File: src/lfu_page_replacement_defines.svh
// Assertion macros for the least-frequently-used replacement block.
// Depends on nothing; included by lfu_page_replacement, the file that carries assertions.
`ifndef LFU_PAGE_REPLACEMENT_DEFINES_SVH
`define LFU_PAGE_REPLACEMENT_DEFINES_SVH

`ifndef SYNTH
// Same-cycle implication, checked on every rising edge outside reset.
`define LFU_ASSERT_IMP(label, clk, rst_n, ante, cons, msg) \
    label: assert property (@(posedge clk) disable iff (!rst_n) (ante) |-> (cons)) \
        else $error(msg);
// Next-cycle implication, checked on every rising edge outside reset.
`define LFU_ASSERT_NXT(label, clk, rst_n, ante, cons, msg) \
    label: assert property (@(posedge clk) disable iff (!rst_n) (ante) |=> (cons)) \
        else $error(msg);
`else
`define LFU_ASSERT_IMP(label, clk, rst_n, ante, cons, msg)
`define LFU_ASSERT_NXT(label, clk, rst_n, ante, cons, msg)
`endif

`endif

File: src/lfu_pkg.sv
// Shared constants and types of the least-frequently-used replacement block.
// Depends on nothing; used by lfu_cell and lfu_page_replacement.
package lfu_pkg;

    localparam int unsigned PAGE_W         = 6;
    localparam int unsigned PAGE_SPAN      = 64;
    localparam int unsigned CFG_W          = 3;
    localparam int unsigned COUNT_W        = 16;
    localparam int unsigned STAMP_W        = 32;
    localparam int unsigned IDX_W          = 6;   // covers the largest frame table
    localparam int unsigned FRAME_OUT_W    = 2;
    localparam int unsigned FRAMES_DEF     = 4;
    localparam int unsigned PAGE_COUNT_DEF = 64;

    localparam logic [CFG_W-1:0]   CFG_RESET = CFG_W'(4);
    localparam logic [COUNT_W-1:0] COUNT_MAX = '1;
    localparam logic [COUNT_W-1:0] COUNT_ONE = COUNT_W'(1);
    localparam logic [STAMP_W-1:0] STAMP_MAX = '1;

    // Search word that walks along the row of frame cells.
    typedef struct packed {
        logic               vld;
        logic [PAGE_W-1:0]  page;
        logic               found;
        logic [IDX_W-1:0]   found_idx;
        logic               empty_found;
        logic [IDX_W-1:0]   empty_idx;
        logic [IDX_W-1:0]   best_idx;
        logic [PAGE_W-1:0]  best_page;
        logic [COUNT_W-1:0] best_count;
        logic [STAMP_W-1:0] best_stamp;
    } t_token;

    // Update broadcast to every cell once the decision is made.
    typedef struct packed {
        logic               en;
        logic               hit;
        logic [IDX_W-1:0]   idx;
        logic [PAGE_W-1:0]  page;
        logic [STAMP_W-1:0] stamp;
    } t_upd;

endpackage

File: src/lfu_cell.sv
// One frame of the replacement table: holds the frame's state and folds it
// into the search word passing by. Depends on lfu_pkg.
module lfu_cell #(
    parameter int unsigned IDX = 0
) (
    input  logic                     i_clk,
    input  logic                     i_rst_n,
    input  logic [lfu_pkg::CFG_W-1:0] i_limit,
    input  lfu_pkg::t_token          i_tok,
    input  lfu_pkg::t_upd            i_upd,
    output lfu_pkg::t_token          o_tok
);
    import lfu_pkg::*;

    localparam logic [IDX_W-1:0] IDX_V = IDX_W'(IDX);
    localparam bit               FIRST = (IDX == 0);

    logic               r_valid;
    logic [PAGE_W-1:0]  r_page;
    logic [COUNT_W-1:0] r_count;
    logic [STAMP_W-1:0] r_stamp;
    t_token             r_tok;
    t_token             n_tok;
    logic               in_use;
    logic               better;
    logic               sel;

    assign in_use = IDX_V < IDX_W'(i_limit);
    assign sel    = i_upd.en && (i_upd.idx == IDX_V);

    // Lower count wins; on equal counts the older reference wins.
    assign better = (r_count < i_tok.best_count) ||
                    ((r_count == i_tok.best_count) && (r_stamp < i_tok.best_stamp));

    always_comb begin
        n_tok = i_tok;
        if (i_tok.vld && in_use) begin
            if (!i_tok.found) begin
                if (r_valid && (r_page == i_tok.page)) begin
                    n_tok.found     = 1'b1;
                    n_tok.found_idx = IDX_V;
                end else if (!r_valid && !i_tok.empty_found) begin
                    n_tok.empty_found = 1'b1;
                    n_tok.empty_idx   = IDX_V;
                end
            end
            if (FIRST || better) begin
                n_tok.best_idx   = IDX_V;
                n_tok.best_page  = r_page;
                n_tok.best_count = r_count;
                n_tok.best_stamp = r_stamp;
            end
        end
    end

    always_ff @(posedge i_clk) begin
        if (!i_rst_n) begin
            r_tok <= '0;
        end else begin
            r_tok <= n_tok;
        end
    end

    always_ff @(posedge i_clk) begin
        if (!i_rst_n) begin
            r_valid <= 1'b0;
            r_count <= '0;
            r_stamp <= '0;
        end else if (sel) begin
            r_stamp <= i_upd.stamp;
            if (i_upd.hit) begin
                if (r_count != COUNT_MAX) begin
                    r_count <= r_count + COUNT_ONE;
                end
            end else begin
                r_valid <= 1'b1;
                r_count <= COUNT_ONE;
            end
        end
    end

    always_ff @(posedge i_clk) begin
        if (sel && !i_upd.hit) begin
            r_page <= i_upd.page;
        end
    end

    assign o_tok = r_tok;

endmodule

File: src/lfu_page_replacement.sv
// Top level of the least-frequently-used page replacement block.
// Depends on lfu_pkg, lfu_cell and lfu_page_replacement_defines.svh.
//
//  Channel   Direction  Handshake                 Payload
//  command   in         start while !busy         i_page
//  result    out        o_valid, one-cycle strobe o_hit, o_frame_index,
//                                                 o_evicted_valid, o_evicted_page
//  config    in         i_cfg_we                  i_cfg_wdata (frames in use)
//
// The search word is registered in each frame cell in turn, in the first cell at
// the acceptance edge, and the edge after the last cell updates the table, loads
// the result and raises the result strobe. busy falls with the strobe, so the
// next word may be accepted at the edge that ends the strobe cycle.
// Reset is synchronous and active low; it empties every frame, clears the
// reference clock and sets the frame limit to four.
// The receiver cannot stall: each result word is shown for exactly one cycle.
`include "lfu_page_replacement_defines.svh"

module lfu_page_replacement #(
    parameter int unsigned FRAMES     = lfu_pkg::FRAMES_DEF,
    parameter int unsigned PAGE_COUNT = lfu_pkg::PAGE_COUNT_DEF
) (
    input  logic                            i_clk,
    input  logic                            i_rst_n,
    input  logic                            start,
    output logic                            busy,
    input  logic [lfu_pkg::PAGE_W-1:0]      i_page,
    input  logic                            i_cfg_we,
    input  logic [lfu_pkg::CFG_W-1:0]       i_cfg_wdata,
    output logic                            o_valid,
    output logic                            o_hit,
    output logic [lfu_pkg::FRAME_OUT_W-1:0] o_frame_index,
    output logic                            o_evicted_valid,
    output logic [lfu_pkg::PAGE_W-1:0]      o_evicted_page
);
    import lfu_pkg::*;

    // The limit register is three bits wide, so no more than seven frames
    // can ever be in use, however large the table is built.
    localparam int unsigned FRAMES_CAP = (FRAMES > 7) ? 7 : FRAMES;

    logic [CFG_W-1:0]   r_cfg;
    logic [CFG_W-1:0]   limit;
    logic               r_busy;
    logic [STAMP_W-1:0] r_clock;
    logic               r_valid;
    logic               r_hit;
    logic [FRAME_OUT_W-1:0] r_idx;
    logic               r_ev_valid;
    logic [PAGE_W-1:0]  r_ev_page;
    logic               accept;
    logic               evict;
    logic [PAGE_W-1:0]  wrap_lut [PAGE_SPAN];
    t_token             head;
    t_token             tok [FRAMES+1];
    t_token             tail;
    t_upd               upd;
    logic [FRAMES-1:0]  tok_vld;

    assign accept = start && !r_busy;

    // Pages wrap modulo the page count. The input is only six bits wide, so
    // the reduction is a constant table worked out at elaboration.
    for (genvar g = 0; g < PAGE_SPAN; g++) begin : g_wrap
        assign wrap_lut[g] = PAGE_W'(g % PAGE_COUNT);
    end

    // A limit of zero behaves as one frame; anything beyond the table
    // behaves as the whole table.
    always_comb begin
        if (r_cfg == '0) begin
            limit = CFG_W'(1);
        end else if (r_cfg > CFG_W'(FRAMES_CAP)) begin
            limit = CFG_W'(FRAMES_CAP);
        end else begin
            limit = r_cfg;
        end
    end

    // The search word enters the first cell at the acceptance edge.
    always_comb begin
        head      = '0;
        head.vld  = accept;
        head.page = wrap_lut[i_page];
    end

    assign tok[0] = head;

    // The row of frame cells. Each cell registers the word it passes on, so the
    // word passes through one register per cell on its way to the end of the row.
    for (genvar g = 0; g < FRAMES; g++) begin : g_cell
        lfu_cell #(
            .IDX (g)
        ) u_cell (
            .i_clk   (i_clk),
            .i_rst_n (i_rst_n),
            .i_limit (limit),
            .i_tok   (tok[g]),
            .i_upd   (upd),
            .o_tok   (tok[g+1])
        );
        assign tok_vld[g] = tok[g+1].vld;
    end

    assign tail = tok[FRAMES];

    // Decision: a hit takes its own frame, otherwise the first empty frame,
    // otherwise the least frequently used frame picked along the row.
    assign evict = !tail.found && !tail.empty_found;

    always_comb begin
        upd       = '0;
        upd.en    = tail.vld;
        upd.hit   = tail.found;
        upd.page  = tail.page;
        upd.stamp = r_clock;
        if (tail.found) begin
            upd.idx = tail.found_idx;
        end else if (tail.empty_found) begin
            upd.idx = tail.empty_idx;
        end else begin
            upd.idx = tail.best_idx;
        end
    end

    always_ff @(posedge i_clk) begin
        if (!i_rst_n) begin
            r_cfg   <= CFG_RESET;
            r_busy  <= 1'b0;
            r_clock <= '0;
            r_valid <= 1'b0;
        end else begin
            if (i_cfg_we) begin
                r_cfg <= i_cfg_wdata;
            end
            if (accept) begin
                r_busy <= 1'b1;
            end else if (tail.vld) begin
                r_busy <= 1'b0;
            end
            // The reference clock stamps each word and then advances,
            // holding once it reaches its largest value.
            if (tail.vld && (r_clock != STAMP_MAX)) begin
                r_clock <= r_clock + STAMP_W'(1);
            end
            r_valid <= tail.vld;
        end
    end

    always_ff @(posedge i_clk) begin
        if (tail.vld) begin
            r_hit      <= tail.found;
            r_idx      <= upd.idx[FRAME_OUT_W-1:0];
            r_ev_valid <= evict;
            r_ev_page  <= evict ? tail.best_page : '0;
        end
    end

    assign busy            = r_busy;
    assign o_valid         = r_valid;
    assign o_hit           = r_hit;
    assign o_frame_index   = r_idx;
    assign o_evicted_valid = r_ev_valid;
    assign o_evicted_page  = r_ev_page;

    // Exactly one search word is in the row while the block is busy.
    `LFU_ASSERT_IMP(a_one_word, i_clk, i_rst_n, r_busy, $onehot(tok_vld), "busy without one word")
    // No word is in the row while the block is idle.
    `LFU_ASSERT_IMP(a_idle_empty, i_clk, i_rst_n, !r_busy, tok_vld == '0, "word in idle row")
    // An accepted word makes the block busy in the following cycle.
    `LFU_ASSERT_NXT(a_start_busy, i_clk, i_rst_n, accept, r_busy, "accept did not set busy")
    // A hit never reports an eviction.
    `LFU_ASSERT_IMP(a_hit_no_evict, i_clk, i_rst_n, r_valid && r_hit, !r_ev_valid, "hit evicted")

endmodule
File: config.mk
export PLATFORM = sky130hd
export DESIGN_NAME = lfu_page_replacement
export DESIGN_NICKNAME = d
export VERILOG_FILES = /design/src/lfu_pkg.sv /design/src/lfu_cell.sv /design/src/lfu_page_replacement.sv
export VERILOG_INCLUDE_DIRS = /design/src /design/src/src
export SDC_FILE = /design/constraint.sdc
export NUM_CORES = 1
export LEC_CHECK = 0
export BUFFER_PORTS_ARGS = -buffer_cell sky130_fd_sc_hd__buf_4
export CAP_MARGIN = 30
export CORE_MARGIN = 2
export CORE_UTILIZATION = 60
export CTS_CLUSTER_DIAMETER = 100
export DETAILED_ROUTE_END_ITERATION = 6
export GPL_ROUTABILITY_DRIVEN = 1
export PLACE_DENSITY = 0.81
export REMOVE_ABC_BUFFERS = 1
export SETUP_SLACK_MARGIN = 0.4
export SKIP_CTS_REPAIR_TIMING = 1
export SLEW_MARGIN = 30
export SYNTH_ARGS = -nofsm -noshare
export SYNTH_HDL_FRONTEND = slang
export SYNTH_SLANG_ARGS = --single-unit
export TNS_END_PERCENT = 20
File: constraint.sdc
create_clock -name i_clk -period 3.8 [get_ports i_clk]
set_clock_uncertainty 0.1 [all_clocks]
set_input_delay 0.57 -clock i_clk [delete_from_list [all_inputs] [get_ports i_clk]]
set_output_delay 0.57 -clock i_clk [all_outputs]
set_load 0.05 [all_outputs]
==> out/qor.txt <==
GR Overflow Total - 0
vias in the first global route - 15,952
number of diodes - 0
kind of critical path - flop to flop
Area Growth Syn to Fin - 10.9%
Final min period - 3300 ps
number of flops mapped to enable cells by yosys - 34
Synth Flop Type - dfxtp_1
Switching Share - 20.8%
slowest CP cell - or4_1
first-pass GRT wire length - 79.3 mm
gr usage total - 26.8%
clk_lat worst skew - 600 ps
vias per std cell - 5.67
Num CTS Buffers - 49
DRC errors left - 0
synth top area cells - dfxtp_1 (42%), ha_1 (8.6%), nand2_1 (8.0%), edfxtp_1 (4.8%), a21boi_0 (4.8%)
fmax - 303 MHz
area of the multi-input gates - 10,200 µm²
Non-Filler Instances - 2,799
critical path peak fanout - 40
sequential power share - 48.5%
worst vdd ir - 0.414 mV
Seq cells post-synth - 486
Synth area leader - dfxtp_1
setup TNS - 0 ps
Die Y-Extent - 192 µm
status - finished clean
sequential fraction of the synthesis area - 47.3%
largest net degree at the start of global routing - 111
nets@finish - 2,464
Top delay family on crit path - simple AND/OR/NAND/NOR gates
Buf/Inv on CP - 2
DR WL/cell - 17.5 µm
Ports - 25
part of the power in combinational logic - 1.7%
CTS Buffer Depth - 3
Clock power frac - 49.8%
pwr dens - 452 nW/µm²
CP Data Required Time - 4230 ps
Hold Vio Cnt, Final - 0
Critical Path Most Common Cell - or4_1
Max-cap violations - 0
number of library cell types mapped by synthesis - 56
HPWL Detailed - 32.4 mm
antenna violations before repair - 0
Hold Crit Class - input pin to flop
layout cells sized above 1 - 6.57%
Iteration-0 DRC Markers - 1,086
CTS H-tree lvls - 2
CTS tree - yes
ys async rst share - 0%
arrival time at the worst endpoint - 3740 ps
cell chain of the critical path - inv_1 -> ha_1 -> nand4_1 -> or4_1 -> or4_1 -> a31oi_2 -> o32ai_2 -> a21boi_4 -> clkbuf_8 -> a22o_1
Fillers - 2,643
critical path startpoint category - flop
Mean Syn Cell Area - 9.19 µm²
Core Util, Final - 68.0%
RSZ-0062 raised after global routing - true
Synth Warn # - 0
Power Internal - 0.00846 W
Setup crit end kind - flop
Tightest Pin Transition - 980 ps
leak pwr - 9.32 nW
Syn Std Cell Area - 21,300 µm²
# port buffers - 24
core area - 34,700 µm²
Syn Inst Count - 2,317
clock sinks - 486
ANT nets after route - 0
Clk pin slew, worst setup/hold paths - 70 ps
CP max stage delay - 590 ps
FF+latch area - 10,100 µm²
root buf cell - clkbuf_16
die footprint - 37,000 µm²
Die X - 192 µm
final max-slew violation count - 0
gpl congestion - 0.875
total detailed-routing wirelength - 48.9 mm
Tcrit/Tclk final - 86.9%
synth cell count leaders - nand2_1 (455), dfxtp_1 (452), inv_1 (151), ha_1 (146), a21boi_0 (135)
drt pass-1 iters - 6
worst rel slew slack - 34.4%
final setup fails - 0
Psw - 0.00222 W
Placed Cells - 2,707
vias - 15,857
area share of the largest cell type after synthesis - 42.5%
Std-Cell Rows - 68
starting density of the core - 61.3%
most frequent cell after synthesis - nand2_1
[metrics by stage]
stage	total power (W)	hold slack [ps]	instance area [µm²]	worst slack, ps
floorplan	0.00536	295	20800	-2600
global placement	0.00547	303	21800	248
detailed placement	0.00547	305	21800	140
CTS	0.0107	82.6	23600	95.7
global route	0.0109	100	23600	306
finish	0.0107	104	23600	496
[path summary, 6_finish.rpt]
kind | depth (start not counted) | endpoint | slack [ps] | start
max | 10 | g_cell[1].u_cell.o_tok[8] | 500 | g_cell[0].u_cell.o_tok[14]
min reg2reg | 2 | g_cell[2].u_cell.o_tok[60] | 320 | g_cell[1].u_cell.o_tok[60]
max reg2reg | 10 | g_cell[1].u_cell.o_tok[8] | 500 | g_cell[0].u_cell.o_tok[14]
min | 2 | g_cell[0].u_cell.o_tok[79] | 100 | i_page[5]
[worst reg2reg max path: cells and delay by family (launching register included)]
kind,cells,cell delay (ps)
flops,1,350
buf+inv,2,420
compound gates,4,860
simple gates,3,1210
fa+ha+maj,1,300
[sequential cells by signal, summed over array words and instances (netlist names)]
register	count
busy	1
g_cell.u_cell.o_tok	219
g_cell.u_cell.r_count	64
g_cell.u_cell.r_page	24
g_cell.u_cell.r_stamp	128
g_cell.u_cell.r_valid	4
o_evicted_page	6
o_evicted_valid	1
o_frame_index	2
o_hit	1
o_valid	1
r_cfg	3
r_clock	32
[kinds of logic (layout without fill, tap and decap cells)]
| kind of cell | Yosys count | after routing | share of synthesized area (%) |
|---|---|---|---|
| simple gates | 894 | 895 | 19.6 |
| flops | 486 | 486 | 47.3 |
| compound gates | 353 | 353 | 11.9 |
| buf+inv | 269 | 295 | 5.19 |
| fa+ha+maj | 146 | 146 | 8.58 |
| xor+xnor | 100 | 100 | 4.11 |
| mux | 69 | 69 | 3.27 |
[power by group through the flow]
stage	sequential (W)	combinational [W]	clock (W)
final	0.00518	0.000179	0.00532
after global routing	0.00518	0.000192	0.00557
after CTS	0.00518	0.000176	0.00537
after detailed placement	0.00530	0.000174	0
after global placement	0.00529	0.000171	0
after floorplan	0.00530	0.0000692	0
[cell type report]
cell class | instances | area share (%)
Clock buffer | 64 | 5.77
Clock inverter | 26 | 1.88
Inverter | 152 | 2.42
Multi-Input combinational cell | 1563 | 43.1
Sequential cell | 486 | 42.6
Tap cell | 455 | 2.41
Timing Repair Buffer | 53 | 1.75
[per-layer routing]
metal	up-vias	global-route usage, %	share of wire (%)	wire length [µm]
li1	7769	-	-	-
met1	7564	34.0	44	21500
met2	413	45.8	48	23400
met3	111	3.82	5.0	2460
met4	0	11.1	3.2	1590
met5	-	0	0	0
[cell usage in the layout (no fill, tap or decap), drive strengths merged, types with 44 or more instances in the layout]
cell type / instances
nand2: 455
dfxtp: 452
inv: 154
ha: 146
a21boi: 137
and2: 117
nor2: 100
mux2i: 68
clkbuf: 66
a21oi: 57
nand4: 56
xor2: 56
a22o: 54
buf: 51
nand3: 49
xnor2: 44
Power figures use the tool's default switching activity.
